`config.mk`:
```
export PLATFORM = sky130hd
export DESIGN_NAME = tfn_queue
export DESIGN_NICKNAME = d
export VERILOG_FILES = /design/src/sv/tfn_pkg.sv /design/src/sv/tfn_queue.sv
export SDC_FILE = /design/constraint.sdc
export NUM_CORES = 1
export LEC_CHECK = 0
export ABC_AREA = 0
export ABC_CLOCK_PERIOD_IN_PS = 11000
export BUFFER_PORTS_ARGS = -buffer_cell sky130_fd_sc_hd__buf_2
export CELL_PAD_IN_SITES_DETAIL_PLACEMENT = 1
export CELL_PAD_IN_SITES_GLOBAL_PLACEMENT = 1
export CORE_UTILIZATION = 50
export CTS_CLUSTER_DIAMETER = 40
export DETAILED_ROUTE_END_ITERATION = 16
export GPL_TIMING_DRIVEN = 0
export PLACE_DENSITY_LB_ADDON = 0.1
export SETUP_SLACK_MARGIN = 0.5
export SLEW_MARGIN = 25
export SYNTH_ARGS = -nofsm -noshare
export SYNTH_HDL_FRONTEND = slang
export SYNTH_SLANG_ARGS = --single-unit
```
`constraint.sdc`:
```
create_clock -name clock -period 11 [get_ports clock]
set_clock_uncertainty 0.05 [all_clocks]
set_input_delay 1.65 -clock clock [delete_from_list [all_inputs] [get_ports clock]]
set_output_delay 1.65 -clock clock [all_outputs]
set_load 0.1 [all_outputs]
```
`src/sv/tfn_pkg.sv`:
```
// Shared constants for the triangle face normal unit.
package tfn_pkg;

   // Depth of the queue between the front and the back part, and its pointer width.
   localparam int QUEUE_DEPTH = 4;
   localparam int QPTR_BITS   = 2;

   // Width of each normal component on the result ports.
   localparam int NORMAL_BITS = 16;

   // Control state of one pipeline stage.
   typedef struct packed {
      logic valid;
      logic last;
      logic degen;
   } stage_ctl_type;

endpackage

```
`src/sv/tfn_queue.sv`:
```
// Short first-in first-out queue between the front and the back part.
module tfn_queue
   import tfn_pkg::*;
#(
   parameter int DATA_BITS = 315
) (
   input  logic                 clock,
   input  logic                 reset,
   input  logic                 push,
   output logic                 full,
   input  logic [DATA_BITS-1:0] push_data,
   input  logic                 pop,
   output logic                 empty,
   output logic [DATA_BITS-1:0] pop_data
);

   logic [DATA_BITS-1:0] slot_ff [0:QUEUE_DEPTH-1];
   logic [QPTR_BITS-1:0] wr_ptr_ff, rd_ptr_ff;
   logic [QPTR_BITS:0]   count_ff, count_in;
   logic                 do_push, do_pop;

   assign full     = (count_ff == (QPTR_BITS + 1)'(QUEUE_DEPTH));
   assign empty    = (count_ff == '0);
   assign do_push  = push && !full;
   assign do_pop   = pop && !empty;
   assign pop_data = slot_ff[rd_ptr_ff];

   always_comb begin
      count_in = count_ff;
      if (do_push && !do_pop) begin
         count_in = count_ff + 1'b1;
      end else if (do_pop && !do_push) begin
         count_in = count_ff - 1'b1;
      end
   end

   always_ff @(posedge clock) begin
      if (reset) begin
         wr_ptr_ff <= '0;
         rd_ptr_ff <= '0;
         count_ff  <= '0;
      end else begin
         if (do_push) wr_ptr_ff <= wr_ptr_ff + 1'b1;
         if (do_pop)  rd_ptr_ff <= rd_ptr_ff + 1'b1;
         count_ff <= count_in;
      end
      if (do_push) slot_ff[wr_ptr_ff] <= push_data;
   end

endmodule

```
# Yosys cells after proc, flatten, opt, wreduce, memory -nomap -nowiden
# Memory sizes are Yosys's and may differ from the RTL's. A register that Yosys moved wholly into a read port is not among the register bits.
# Index checks and enable logic that the tools add are counted.
totals:
  regBits: 7
  latchBits: 0
  mem_bits_rw: 1260
  romBits: 0
  in_bits: 319
  output_inout_bits: 317
  memories: 1
mem_list:
  columns: ["memory", "words", "word_bits", "rd", "rd_clocked_by_memory_dff", "wr", "line_no", "rtl"]
  rows:
  - ["slot_ff", 4, 315, 1, 1, 1, "tfn_queue.sv:17", "logic [DATA_BITS-1:0] slot_ff [0:QUEUE_DEPTH-1];"]
classes:
  add_sub_neg: 4
  multipliers: 0
  div: 0
  n_lt_le_gt_ge: 0
  n_eq_ne: 1
  shifts: 0
  n_mux: 6
  n_bitwise: 0
  reduce_logical: 10
ops:
  columns: ["cell", "n"]
  rows:
  - ["$mux W3", 2]
  - ["$add A2 B1 Y2 const B", 2]
  - ["$logic_and A1 B1 Y1", 4]
  - ["$logic_not A1 Y1", 4]
  - ["$mux W2", 2]
  - ["$add A3 B1 Y3 const B", 1]
  - ["$eq A3 B3 Y1 const B", 1]
  - ["$logic_not A3 Y1", 1]
  - ["$sub A3 B1 Y3 const B", 1]
  - ["$mux W1", 2]
  - ["$reduce_bool A2 Y1", 1]

# Depth between registers and ports, before layout
depth:
  word_depth: 7
  depth_mapped: 8
  ltp_nobuf: 8

# Worst setup path before layout
# Ideal clock, no wire load.
synth_path:
  kind: "in2reg"
  startpoint: "input push"
  endpoint: "memory slot_ff[0][0] (enable)"
  arrival_time_ps: 9119
  setup_slack_ps: 1113
  stages: 3
  n_path_buf: 0
  cell_sequence: "inv_1 -> nor2_1 -> and2_1"
synth_via:
  elab_chain_len: 3
synth_rtl:
  columns: ["item", "line_no", "rtl"]
  rows:
  - ["from (decl)", "tfn_queue.sv:9", "input logic push,"]
  - ["$logic_and A1 B1 Y1", "tfn_queue.sv:24", "assign do_push = push && !full;"]
  - ["via do_push", "tfn_queue.sv:20", "logic do_push, do_pop;"]
  - ["$mux W1", "tfn_queue.sv:47", "if (do_push) slot_ff[wr_ptr_ff] <= push_data;"]
  - ["$mux W1 (not written as such)", "tfn_queue.sv:47", null]
  - ["to (decl)", "tfn_queue.sv:17", null]
# The timed path passes the listed nets, and every way through them passes these cells.

==> reports/results.txt <==
Post-CTS Setup Bufs: 0
largest area contributor in the netlist: edfxtp_1
Core Box Area: 0.0904 mm²
max-cap viol count: 0
cts hold-fix bufs: 0
design area: 0.0567 mm²
worst-margin pin slew: 0.694 ns
WP data required: 9.30 ns
Avg Vias per Cell: 5.50
drc violations: 0
vias in the first global route: 23.1k
period utilization: 44.9%
startpoint types: flip-flop
Synth top cells by count: edfxtp_1 (1260), mux4_2 (315), buf_2 (34), buf_6 (29), dfxtp_1 (9)
Post-layout nets: 2845
unique cell type count in the Yosys netlist: 22
Worst-path clk slew: 0.05 ns
H-tree levels: 4
Max-Slew Margin vs Limit: 53.7%
Bufs and invs on worst path: 4
status: finished clean
final-report setup violation count: 0
most frequent CP cell: buf_2
Placed Instance Area: 0.0514 mm²
Inst Count DP: 3537
clk root buf: clkbuf_16
row cnt: 110
Die Span X: 305 µm
setup TNS: 0 ns
# IOs: 636
post-route ant nets: 0
average wire per standard cell: 27.5 µm
CP cell instances: buf_2 > clkbuf_1 > buf_2 > mux4_2 > buf_2
Final Max Tran Viols: 0
clk buf depth: 3
most frequent cell after synthesis: edfxtp_1
clk_lat worst skew: 0.72 ns
post-synthesis register bit count: 1269
Worst Hold Class: flip-flop to flip-flop
total CTS buffers: 157
Final Hold Fails: 0
via count: 21.2k
Peak VDD IR: 0.000222 V
worst setup path class: flip-flop to primary output
GRT overflow: 0
Pwr Density: 315 mW/mm²
clock sink count: 1269
Initial Utilization: 50.8%
crit end category: primary output
Post-DP HPWL: 71.1 mm
synthesis-to-finish area growth: 23.4%
IO Port Bufs: 634
GPL Wtd Cong: 0.734
Max Clock Freq: 202 MHz
Leak: 19.1 nW
Resized cells post-CTS: 0
Primary FF master, synth: edfxtp_1
die height: 305 µm
DRT iter0 DRCs: 1369
Synth warnings: 0
asr flop ratio synth: 0%
number of synthesized flops with an enable pin: 1260
synthesized cell area: 0.0459 mm²
critical path arrival: 3.24 ns
TritonCTS clock tree: done
RSZ-0062 raised after global routing: no
sequential-to-total area share from yosys stat: 82.8%
Synth area leaders: edfxtp_1 (82%), mux4_2 (15%), buf_6 (0.71%), dfxtp_1 (0.39%), buf_2 (0.37%)
initial antenna violation count: 59
cell family with most CP delay: buffers and inverters
Detailed Routing Iterations Pass 1: 5
final cell count without fillers: 3850
slowest stage delay, CP: 0.58 ns
final core occ: 62.7%
slowest stage cell, crit path: clkbuf_1
largest net degree at the start of global routing: 43
share of the synthesized area in the top cell type: 82.4%
layout cells sized above 1: 49.0%
min Tclk post-route: 4.94 ns
Fillers: 7404
worst-path maximum fanout: 10
syn nets: 2018
Die Area: 0.0930 mm²
Total Routed Length: 106 mm
GRT Total Usage: 23.0%
cell count after synthesis: 1693
Avg Synthesized Cell Area: 27.1 µm²
first-pass GRT wire length: 154 mm
path summary, 6_finish.rpt:
path	from	end	slack, ns	cells after the start
max reg2reg	count_ff[0]	slot_ff[0][270]	7.77	7
min reg2reg	wr_ptr_ff[1]	wr_ptr_ff[1]	0.47	2
max	flip-flop	pop_data[131]	6.06	5
min	wr_ptr_ff[1]	wr_ptr_ff[1]	0.47	2
registers in the layout, summed over array words and instances, names as in the netlist, named ones only:
signal / flops
count_ff: 3
rd_ptr_ff: 2
slot_ff: 1260
wr_ptr_ff: 2
cell usage in the layout, fill, tap and decap left out, drive strengths merged:
cell type	n
buf	732
or3	2
nor3b	1
clkinvlp	21
edfxtp	1260
bufinv	13
clkinv	51
o31ai	1
a21oi	2
nand2b	2
inv	26
dfxtp	9
and2	4
o311ai	1
diode	22
fa	1
nor2	6
o21ai	2
xor2	4
clkbuf	191
mux2i	2
ha	5
nor3	1
mux4	315
worst register-to-register path: cells and delay by family, from the launching register on:
| family | cells | cell delay, ns |
|---|---|---|
| buf+inv | 4 | 1.20 |
| flops | 1 | 0.48 |
| simple gates | 3 | 1.14 |
logic make-up (layout without fill, tap and decap cells):
group / Yosys count / in the layout / share of synthesized area, %
DFF: 1269 / 1269 / 82.8
muxes: 317 / 317 / 15.5
buffers and inverters: 75 / 1034 / 1.18
and+or+nand+nor: 16 / 16 / 0.185
adders and majority gates: 6 / 6 / 0.180
AOI/OAI and AO/OA: 6 / 6 / 0.0790
xor gates and xnor gates: 4 / 4 / 0.0763
other: 0 / 22 / 0
stage by stage:
stage                     total power, mW  hold WS [ns]  setup slack, ns
after floorplan                      11.8         0.432             1.11
after global placement               13.1         0.447            -5.32
after detailed placement             13.0         0.484             6.51
after CTS                            18.0         0.478             5.81
after global routing                 18.3         0.528             5.85
final                                17.9         0.474             6.06
power by group:
group          switching (mW)  leakage (nW)  internal [mW]  total, mW
Sequential              0.101          11.6           5.81       5.91
Clock                    1.98          2.50           3.07       5.05
Combinational            5.46          5.00           1.44       6.90
metal layers:
layer	GRT usage (%)	part of all wire, %	up-vias
li1	-	-	9146
met1	25.7	35	11054
met2	39.3	52	669
met3	9.32	8.9	253
met4	9.04	3.3	60
met5	0	0.35	-
layout make-up:
cell class              instances  area [µm²]  share of cell area, %
flip-flops and latches       1269       38000                   67.1
multi-input cells             349        7360                   13.0
clock buffers                 184        4210                   7.43
repair buffers                668        4000                   7.05
well taps                    1176        1470                   2.60
clock inverters               107        1010                   1.79
plain buffers                  71         527                  0.930
diodes                         22        55.1                 0.0971
inverters                       4        15.0                 0.0265
(Power assumes the default switching activity.)
